`config.mk`:
```
export PLATFORM = sky130hd
export DESIGN_NAME = scaled_glyph_column_renderer_top
export DESIGN_NICKNAME = d
export VERILOG_FILES = /design/src/hdl/sgcr_pkg.sv /design/src/hdl/scaled_glyph_column_renderer_top.sv /design/src/hdl/sgcr_front.sv /design/src/hdl/sgcr_queue.sv /design/src/hdl/sgcr_back.sv
export SDC_FILE = /design/constraint.sdc
export NUM_CORES = 1
export LEC_CHECK = 0
export BUFFER_PORTS_ARGS = -buffer_cell sky130_fd_sc_hd__buf_2
export CAP_MARGIN = 20
export CORE_ASPECT_RATIO = 0.8
export CORE_UTILIZATION = 40
export CTS_CLUSTER_SIZE = 20
export DETAILED_ROUTE_END_ITERATION = 8
export GPL_ROUTABILITY_DRIVEN = 0
export HOLD_SLACK_MARGIN = 0.1
export PLACE_DENSITY = 0.6
export SYNTH_ARGS = -nofsm -noshare
export SYNTH_HDL_FRONTEND = slang
export SYNTH_SLANG_ARGS = --single-unit
```
`constraint.sdc`:
```
create_clock -name clk -period 2.8 [get_ports clk]
set_input_delay 0.28 -clock clk [delete_from_list [all_inputs] [get_ports clk]]
set_output_delay 0.28 -clock clk [all_outputs]
set_load 0.1 [all_outputs]
```
`src/hdl/sgcr_pkg.sv`:
```
// Package of the glyph renderer: font ROM, glyph lookup, stretching and job type.
package sgcr_pkg;

	localparam int GLYPH_WIDTH = 5;
	localparam int GLYPH_ROWS = 7;
	localparam int MAX_SCALE = 3;
	localparam int GLYPH_COUNT = 39;
	localparam int QUEUE_DEPTH = 2;
	localparam int IDX_W = $clog2(GLYPH_COUNT);
	localparam int COL_W = $clog2(GLYPH_WIDTH);
	localparam int STRETCH_W = 8 * MAX_SCALE;

	localparam logic [IDX_W-1:0] IDX_SPACE = IDX_W'(0);
	localparam logic [IDX_W-1:0] IDX_DIGIT0 = IDX_W'(1);
	localparam logic [IDX_W-1:0] IDX_DEGREE = IDX_W'(11);
	localparam logic [IDX_W-1:0] IDX_MINUS = IDX_W'(12);
	localparam logic [IDX_W-1:0] IDX_LETTER_A = IDX_W'(13);

	localparam logic [7:0] CODE_SPACE = 8'h20;
	localparam logic [7:0] CODE_MINUS = 8'h2D;
	localparam logic [7:0] CODE_DIGIT0 = 8'h30;
	localparam logic [7:0] CODE_DIGIT9 = 8'h39;
	localparam logic [7:0] CODE_LETTER_A = 8'h41;
	localparam logic [7:0] CODE_LETTER_Z = 8'h5A;
	localparam logic [7:0] CODE_DEGREE = 8'd248;

	// Each entry holds the five columns, column zero in the lowest seven bits.
	localparam logic [GLYPH_WIDTH*GLYPH_ROWS-1:0] GLYPH_ROM [GLYPH_COUNT] = '{
		{7'h00, 7'h00, 7'h00, 7'h00, 7'h00},
		{7'h3E, 7'h45, 7'h49, 7'h51, 7'h3E},
		{7'h00, 7'h40, 7'h7F, 7'h42, 7'h00},
		{7'h46, 7'h49, 7'h49, 7'h51, 7'h62},
		{7'h36, 7'h49, 7'h49, 7'h41, 7'h22},
		{7'h10, 7'h7F, 7'h12, 7'h14, 7'h18},
		{7'h31, 7'h49, 7'h49, 7'h49, 7'h2F},
		{7'h30, 7'h49, 7'h49, 7'h4A, 7'h3C},
		{7'h03, 7'h05, 7'h09, 7'h71, 7'h01},
		{7'h36, 7'h49, 7'h49, 7'h49, 7'h36},
		{7'h1E, 7'h29, 7'h49, 7'h49, 7'h06},
		{7'h00, 7'h06, 7'h09, 7'h09, 7'h06},
		{7'h08, 7'h08, 7'h08, 7'h08, 7'h08},
		{7'h7E, 7'h11, 7'h11, 7'h11, 7'h7E},
		{7'h36, 7'h49, 7'h49, 7'h49, 7'h7F},
		{7'h22, 7'h41, 7'h41, 7'h41, 7'h3E},
		{7'h3E, 7'h41, 7'h41, 7'h41, 7'h7F},
		{7'h41, 7'h49, 7'h49, 7'h49, 7'h7F},
		{7'h01, 7'h09, 7'h09, 7'h09, 7'h7F},
		{7'h7A, 7'h49, 7'h49, 7'h41, 7'h3E},
		{7'h7F, 7'h08, 7'h08, 7'h08, 7'h7F},
		{7'h00, 7'h41, 7'h7F, 7'h41, 7'h00},
		{7'h3F, 7'h40, 7'h40, 7'h40, 7'h30},
		{7'h41, 7'h22, 7'h14, 7'h08, 7'h7F},
		{7'h40, 7'h40, 7'h40, 7'h40, 7'h7F},
		{7'h7F, 7'h02, 7'h04, 7'h02, 7'h7F},
		{7'h7F, 7'h10, 7'h08, 7'h04, 7'h7F},
		{7'h3E, 7'h41, 7'h41, 7'h41, 7'h3E},
		{7'h06, 7'h09, 7'h09, 7'h09, 7'h7F},
		{7'h5E, 7'h21, 7'h51, 7'h41, 7'h3E},
		{7'h46, 7'h29, 7'h19, 7'h09, 7'h7F},
		{7'h31, 7'h49, 7'h49, 7'h49, 7'h46},
		{7'h01, 7'h01, 7'h7F, 7'h01, 7'h01},
		{7'h3F, 7'h40, 7'h40, 7'h40, 7'h3F},
		{7'h1F, 7'h20, 7'h40, 7'h20, 7'h1F},
		{7'h3F, 7'h40, 7'h38, 7'h40, 7'h3F},
		{7'h63, 7'h14, 7'h08, 7'h14, 7'h63},
		{7'h03, 7'h04, 7'h78, 7'h04, 7'h03},
		{7'h41, 7'h61, 7'h51, 7'h49, 7'h47}
	};

	typedef struct packed {
		logic [IDX_W-1:0] idx;
		logic [1:0] scale;
		logic [2:0] top_page;
		logic [6:0] left_col;
	} glyph_job_t;

	typedef struct packed {
		logic hit;
		logic [IDX_W-1:0] idx;
	} glyph_lookup_t;

	typedef enum logic {
		BK_IDLE,
		BK_RUN
	} back_state_t;

	function automatic glyph_lookup_t glyph_lookup(input logic [7:0] code);
		glyph_lookup_t r;
		r.hit = 1'b1;
		r.idx = IDX_SPACE;
		if (code >= CODE_DIGIT0 && code <= CODE_DIGIT9) begin
			r.idx = IDX_W'(code - CODE_DIGIT0) + IDX_DIGIT0;
		end else if (code >= CODE_LETTER_A && code <= CODE_LETTER_Z) begin
			r.idx = IDX_W'(code - CODE_LETTER_A) + IDX_LETTER_A;
		end else if (code == CODE_DEGREE) begin
			r.idx = IDX_DEGREE;
		end else if (code == CODE_MINUS) begin
			r.idx = IDX_MINUS;
		end else if (code != CODE_SPACE) begin
			r.hit = 1'b0;
		end
		return r;
	endfunction

	// Repeats every pixel of a column scale times downward.
	function automatic logic [STRETCH_W-1:0] stretch_column(input logic [GLYPH_ROWS-1:0] bits,
			input logic [1:0] scale);
		logic [STRETCH_W-1:0] r;
		r = '0;
		for (int row = 0; row < STRETCH_W; row++) begin
			case (scale)
				2'd1: r[row] = (row < GLYPH_ROWS) ? bits[row % GLYPH_ROWS] : 1'b0;
				2'd2: r[row] = (row < 2 * GLYPH_ROWS) ? bits[(row / 2) % GLYPH_ROWS] : 1'b0;
				2'd3: r[row] = (row < 3 * GLYPH_ROWS) ? bits[(row / 3) % GLYPH_ROWS] : 1'b0;
				default: r[row] = 1'b0;
			endcase
		end
		return r;
	endfunction

endpackage

```
`src/hdl/scaled_glyph_column_renderer_top.sv`:
```
// Top level of the scaled glyph column renderer.
//
// Channel  Dir  Payload (lowest bit first)                          Marker
// s_axis   in   char_code[7:0] scale[9:8] top_page[12:10]           -
//               left_col[19:13]
// m_axis   out  page[3:0] column[11:4] pixels[19:12]                tlast = last
//
// A character at scale s gives 5*s*s writes (45 at scale three), one a cycle unless stalled.
// A job is taken from the queue in the idle state; its first write is issued in the run state.
// Unsupported codes and scale zero are dropped in the front end.
// The reset is asynchronous and needs no clearing pass; the font lives in constant logic.
// Input transfers stall only when the job queue is full; output stalls hold the write register.
module scaled_glyph_column_renderer_top import sgcr_pkg::*; #(
	parameter int QUEUE_DEPTH_P = QUEUE_DEPTH
) (
	input  logic        clk,
	input  logic        arst_n,
	input  logic        s_axis_tvalid,
	output logic        s_axis_tready,
	input  logic [23:0] s_axis_tdata,   // char_code, scale, top_page, left_col
	output logic        m_axis_tvalid,
	input  logic        m_axis_tready,
	output logic [23:0] m_axis_tdata,   // page, column, pixels
	output logic        m_axis_tlast
);

	logic push;
	logic pop;
	logic queue_full;
	logic queue_empty;
	glyph_job_t push_job;
	glyph_job_t head_job;

	sgcr_front u_front (
		.s_axis_tvalid (s_axis_tvalid),
		.s_axis_tready (s_axis_tready),
		.s_axis_tdata  (s_axis_tdata),
		.queue_full    (queue_full),
		.push          (push),
		.push_job      (push_job)
	);

	sgcr_queue #(
		.DEPTH (QUEUE_DEPTH_P)
	) u_queue (
		.clk      (clk),
		.arst_n   (arst_n),
		.push     (push),
		.push_job (push_job),
		.pop      (pop),
		.head_job (head_job),
		.full     (queue_full),
		.empty    (queue_empty)
	);

	sgcr_back u_back (
		.clk           (clk),
		.arst_n        (arst_n),
		.queue_empty   (queue_empty),
		.head_job      (head_job),
		.pop           (pop),
		.m_axis_tvalid (m_axis_tvalid),
		.m_axis_tready (m_axis_tready),
		.m_axis_tdata  (m_axis_tdata),
		.m_axis_tlast  (m_axis_tlast)
	);

endmodule

```
`src/hdl/sgcr_front.sv`:
```
// Front end: takes characters, looks up the glyph and queues a render job.
module sgcr_front import sgcr_pkg::*; (
	input  logic             s_axis_tvalid,
	output logic             s_axis_tready,
	input  logic [23:0]      s_axis_tdata,
	input  logic             queue_full,
	output logic             push,
	output glyph_job_t       push_job
);

	glyph_lookup_t lookup;
	logic [1:0] scale_sat;

	// A transfer is taken only while the queue has room.
	assign s_axis_tready = !queue_full;

	always_comb begin
		lookup = glyph_lookup(s_axis_tdata[7:0]);
		scale_sat = (s_axis_tdata[9:8] > 2'(MAX_SCALE)) ? 2'(MAX_SCALE) : s_axis_tdata[9:8];
		push_job.idx = lookup.idx;
		push_job.scale = scale_sat;
		push_job.top_page = s_axis_tdata[12:10];
		push_job.left_col = s_axis_tdata[19:13];
		push = s_axis_tvalid && s_axis_tready && lookup.hit && (scale_sat != 2'd0);
	end

endmodule

```
`src/hdl/sgcr_queue.sv`:
```
// Small job queue between the front end and the write sequencer.
module sgcr_queue import sgcr_pkg::*; #(
	parameter int DEPTH = QUEUE_DEPTH
) (
	input  logic       clk,
	input  logic       arst_n,
	input  logic       push,
	input  glyph_job_t push_job,
	input  logic       pop,
	output glyph_job_t head_job,
	output logic       full,
	output logic       empty
);

	localparam int PTR_W = (DEPTH > 1) ? $clog2(DEPTH) : 1;
	localparam int CNT_W = $clog2(DEPTH + 1);

	glyph_job_t mem_q [DEPTH];
	logic [PTR_W-1:0] wr_ptr_q;
	logic [PTR_W-1:0] rd_ptr_q;
	logic [CNT_W-1:0] count_q;

	assign full = (count_q == CNT_W'(DEPTH));
	assign empty = (count_q == '0);
	assign head_job = mem_q[rd_ptr_q];

	always_ff @(posedge clk or negedge arst_n) begin
		if (!arst_n) begin
			wr_ptr_q <= '0;
			rd_ptr_q <= '0;
			count_q <= '0;
		end else begin
			if (push) begin
				wr_ptr_q <= (wr_ptr_q == PTR_W'(DEPTH - 1)) ? '0 : wr_ptr_q + 1'b1;
			end
			if (pop) begin
				rd_ptr_q <= (rd_ptr_q == PTR_W'(DEPTH - 1)) ? '0 : rd_ptr_q + 1'b1;
			end
			if (push && !pop) begin
				count_q <= count_q + 1'b1;
			end else if (pop && !push) begin
				count_q <= count_q - 1'b1;
			end
		end
	end

	always_ff @(posedge clk) begin
		if (push) begin
			mem_q[wr_ptr_q] <= push_job;
		end
	end

endmodule

```
`src/hdl/sgcr_back.sv`:
```
// Back end: steps through columns, copies and pages and issues the display writes.
module sgcr_back import sgcr_pkg::*; (
	input  logic        clk,
	input  logic        arst_n,
	input  logic        queue_empty,
	input  glyph_job_t  head_job,
	output logic        pop,
	output logic        m_axis_tvalid,
	input  logic        m_axis_tready,
	output logic [23:0] m_axis_tdata,
	output logic        m_axis_tlast
);

	back_state_t state_q, state_d;
	glyph_job_t job_q;
	logic [COL_W-1:0] c_q;
	logic [1:0] x_q;
	logic [1:0] p_q;
	logic [7:0] col_q;

	logic m_valid_q;
	logic [3:0] page_q;
	logic [7:0] column_q;
	logic [7:0] pixels_q;
	logic last_q;

	logic emit;
	logic advance;
	logic scale_end_x;
	logic scale_end_p;
	logic is_last;
	logic [GLYPH_ROWS-1:0] col_bits;
	logic [STRETCH_W-1:0] stretched;
	logic [7:0] page_byte;

	assign advance = !m_valid_q || m_axis_tready;
	assign scale_end_x = (x_q == job_q.scale - 2'd1);
	assign scale_end_p = (p_q == job_q.scale - 2'd1);
	assign is_last = (c_q == COL_W'(GLYPH_WIDTH - 1)) && scale_end_x && scale_end_p;

	always_comb begin
		col_bits = GLYPH_ROM[job_q.idx][c_q * GLYPH_ROWS +: GLYPH_ROWS];
		stretched = stretch_column(col_bits, job_q.scale);
		page_byte = stretched[p_q * 8 +: 8];
	end

	always_comb begin
		state_d = state_q;
		pop = 1'b0;
		emit = 1'b0;
		case (state_q)
			BK_IDLE: begin
				if (!queue_empty) begin
					pop = 1'b1;
					state_d = BK_RUN;
				end
			end
			BK_RUN: begin
				if (advance) begin
					emit = 1'b1;
					if (is_last) begin
						state_d = BK_IDLE;
					end
				end
			end
			default: state_d = BK_IDLE;
		endcase
	end

	always_ff @(posedge clk or negedge arst_n) begin
		if (!arst_n) begin
			state_q <= BK_IDLE;
			m_valid_q <= 1'b0;
			c_q <= '0;
			x_q <= '0;
			p_q <= '0;
		end else begin
			state_q <= state_d;
			if (emit) begin
				m_valid_q <= 1'b1;
			end else if (m_axis_tready) begin
				m_valid_q <= 1'b0;
			end
			if (pop) begin
				c_q <= '0;
				x_q <= '0;
				p_q <= '0;
			end else if (emit) begin
				if (scale_end_p) begin
					p_q <= '0;
					if (scale_end_x) begin
						x_q <= '0;
						c_q <= c_q + 1'b1;
					end else begin
						x_q <= x_q + 1'b1;
					end
				end else begin
					p_q <= p_q + 1'b1;
				end
			end
		end
	end

	always_ff @(posedge clk) begin
		if (pop) begin
			job_q <= head_job;
			col_q <= {1'b0, head_job.left_col};
		end else if (emit && scale_end_p) begin
			col_q <= col_q + 8'd1;
		end
		if (emit) begin
			page_q <= {1'b0, job_q.top_page} + {2'b00, p_q};
			column_q <= col_q;
			pixels_q <= page_byte;
			last_q <= is_last;
		end
	end

	assign m_axis_tvalid = m_valid_q;
	assign m_axis_tdata = {4'h0, pixels_q, column_q, page_q};
	assign m_axis_tlast = last_q;

endmodule

```
==> results.tsv <==
stage	metric	value	unit
run_status	status	finished with violations	
run_status	failing checks	DRC	
logic_synthesis	Cells after Synth	601	
timing	hold violation count in the final report	0	
floorplan	Die Y	111	µm
logic_synthesis	ys flop type	edfxtp_1	
timing	min Tclk post-route	2710	ps
pwr	Leak	2.68	nW
worst_hold_path	HP Class	in2reg	
drt	Post-DRT Antenna Nets	0	
placement	DPL Wire Length	11.0	mm
floorplan	row cnt	39	
clocking	TritonCTS clock tree	yes	
clocking	clk buf depth	2	
pwr	Cell Pwr Density	768	nW/µm²
critical_path	CP peak stage delay	520	ps
floorplan	Initial Utilization	41.4	%
final_layout	layout cell share with drive strength beyond 1	23.1	%
drt	initial DRC count	689	
critical_path	r2r startpoint	u_back.job_q[14]$_DFFE_PP_	
critical_path	sum of buffers and inverters on the critical path	1	
critical_path	CP endpoint	u_back.pixels_q[4]$_DFFE_PP_	
critical_path	Worst Reg2Reg Path Length in Cells	8	
floorplan	Die ar.	15500	µm²
global_route	initial antenna violation count	0	
logic_synthesis	syn avg cell area	9.96	µm²
final_layout	Final nets	725	
critical_path	Critical Path Slowest Stage Cell	edfxtp_1	
placement	# port buffers	46	
logic_synthesis	post-synthesis cell area	5990	µm²
timing	Min Hold Slack	115	ps
floorplan	# IOs	55	
logic_synthesis	ys async rst share	14.6	%
logic_synthesis	synth unique cells	75	
timing	Setup Skew	10.1	ps
drt	Detailed Route WL	15.4	mm
clocking	Worst-Skew Late Latency	350	ps
timing	FMAX	0.368	GHz
logic_synthesis	post-synthesis sequential area ratio	43.4	%
timing	RSZ-0062 raised after global routing	false	
global_route	All-Layer GR Usage	20.6	%
drt	total number of vias	5039	
final_layout	antenna diode count	0	
logic_synthesis	EDFF count, synth	75	
critical_path	crit-path max FO	8	
critical_path	flop-to-flop setup slack	90	ps
floorplan	core area	14400	µm²
clocking	CTS Sinks	89	
drt	Remaining DRCs	3	
pwr	peak supply drop	0.470	mV
critical_path	Top delay family on crit path	compound AO/OA/AOI/OAI gates	
clocking	H-tree Lvls	3	
critical_path	crit path capture type	register	
critical_path	worst setup path startpoint	u_back.job_q[14]$_DFFE_PP_	
timing	Slew headroom	40.8	%
timing	Setup Viol. Count Final	0	
clocking	Clock Pin Slew Worst Setup and Hold Paths	80	ps
final_layout	synth-to-layout area growth	17.9	%
critical_path	Worst Path Arrival	2790	ps
logic_synthesis	Seq cells post-synth	89	
critical_path	Levels on crit path	8	
drt	vias per std cell	5.90	
critical_path	kind of critical path	reg2reg	
critical_path	crit path launch type	register	
logic_synthesis	Yosys warning count	0	
clocking	CTS Buf Count	9	
floorplan	Die Width	139	µm
flow_run	max-cap violations	0	
drt	WL per Instance	18.1	µm
worst_hold_path	hold_sp	s_axis_tdata[11]	
clocking	CTS root buffer	clkbuf_16	
drt	drt pass-1 iters	9	
timing	Slew Limit Fails	0	
global_route	Congestion Overflow GR	0	
critical_path	WP data required	2880	ps
timing	period utilisation layout	96.9	%
final_layout	Final Util	48.9	%
global_route	number of global-route vias before repair	4785	
global_route	first-pass GRT wire length	24.9	mm
timing	Slew @ Worst Pin	888	ps
critical_path	Cell Chain, Critical Path	buf_4 -> ha_1 -> o31ai_4 -> nor2_1 -> o31a_1 -> a311o_1 -> a222oi_1 -> o211ai_1	
critical_path	R2R Path End	u_back.pixels_q[4]$_DFFE_PP_	
global_route	largest net degree at the start of global routing	64	
## synth_stat cells (10+ instances only)
cell,instances,area [µm²]
a21oi_1,37,185
o21ai_0,32,160
nor2b_1,13,81.3
mux2i_1,13,130
mux2_2,13,146
edfxtp_1,75,2250
buf_4,10,75.1
nand3_1,19,95.1
nand2_1,45,169
nor2_1,33,124
clkbuf_1,18,67.6
inv_1,23,86.3
nor3_1,20,100
buf_2,12,60.1
nand2b_1,24,150
xnor2_1,11,96.3
ha_1,31,388
dfrtp_1,13,325
## worst min path at each step
| stage | cells past startpoint | end |
|---|---|---|
| floorplan | 0 | u_back.c_q[0]$_DFFE_PN0P_ |
| global placement | 1 | u_back.m_axis_tvalid$_DFFE_PN0P_ |
| detailed placement | 1 | u_back.p_q[1]$_DFFE_PN0P_ |
| finish | 1 | u_queue.mem_q[0][8]$_DFFE_PP_ |
| global route | 1 | u_queue.mem_q[0][4]$_DFFE_PP_ |
| CTS | 1 | u_queue.mem_q[1][3]$_DFFE_PP_ |
## where the power goes
group | total (W) | internal, W | switching (W) | leakage (nW)
Clock | 0.00120 | 0.000635 | 0.000568 | 0.150
Combinational | 0.00221 | 0.000710 | 0.00150 | 1.67
Sequential | 0.00201 | 0.00171 | 0.000305 | 0.859
## repair_timing
| action | in CTS | in global routing |
|---|---|---|
| hold endpoints to repair | 13 | 5 |
| setup buffers | 0 | 3 |
| hold buffers | 1 | 3 |
| setup endpoints to repair | 4 | 8 |
| resized for setup | 1 | 22 |
| pin swaps | 0 | 7 |
## final cells by class
cell class,instances,area (µm²)
clock buffer,9,225
clock inverter,7,81.3
fill,1316,7390
inverter,25,93.8
multi-input combinational,445,3150
sequential,89,2600
tap,184,230
timing repair buffer,95,674
## flip-flops by register name, indices dropped and copies added, names as in the netlist
name,flops
u_back.pixels_q,8
u_queue.rd_ptr_q,1
u_back.job_q,11
u_back.column_q,8
u_back.state_q,1
u_queue.count_q,2
u_back.x_q,2
u_back.page_q,4
u_queue.mem_q,36
u_back.c_q,3
u_queue.wr_ptr_q,1
u_back.col_q,8
u_back.p_q,2
u_back.m_axis_tlast,1
u_back.m_axis_tvalid,1
## through the flow
step	instance area, µm²	setup TNS, ps	total power, W	std cells	worst slack [ps]
2_1_floorplan	6000	0	0.00359	604	3.40
3_3_place_gp	6580	0	0.00408	831	0.875
3_5_place_dp	6580	-109	0.00411	831	-54.5
4_1_cts	6900	0	0.00532	848	29.4
5_1_grt	7060	0	0.00569	854	0.277
6_report	7060	0	0.00542	854	86.0
## layout by cell type (no fill, tap or decap), types with 8 or more instances in the layout
master      n
a21oi_1    37
a211oi_1    8
nand2b_1   24
edfxtp_1   75
xnor2_1    11
ha_1       25
dfrtp_1    12
nor2_1     33
inv_1      21
o21ai_0    32
mux2i_1    13
buf_4      39
xor2_1      9
nor2b_1    12
clkbuf_16   9
nand2_1    45
mux2_2     13
nand3_1    19
nor3_1     20
buf_2      46
## metal layers
metal	wire, µm	vias to the layer above	GRT usage (%)	share of wire [%]
met1	7140	2370	28.8	46
met4	294	0	7.04	1.9
met3	1490	28	6.97	9.6
li1	-	2375	-	-
met2	6500	266	29.5	42
met5	0	-	0	0
## cells by family after synthesis
logic type / count (synthesis) / share of synthesized area (%)
flops: 89 / 43.4
mux: 26 / 4.62
other cells: 1 / 0.0626
xor+xnor: 20 / 2.93
simple gates: 198 / 17.1
buf+inv: 70 / 5.83
fa+ha+maj: 32 / 6.81
compound gates: 165 / 19.3
Power figures use the tool's default switching activity.
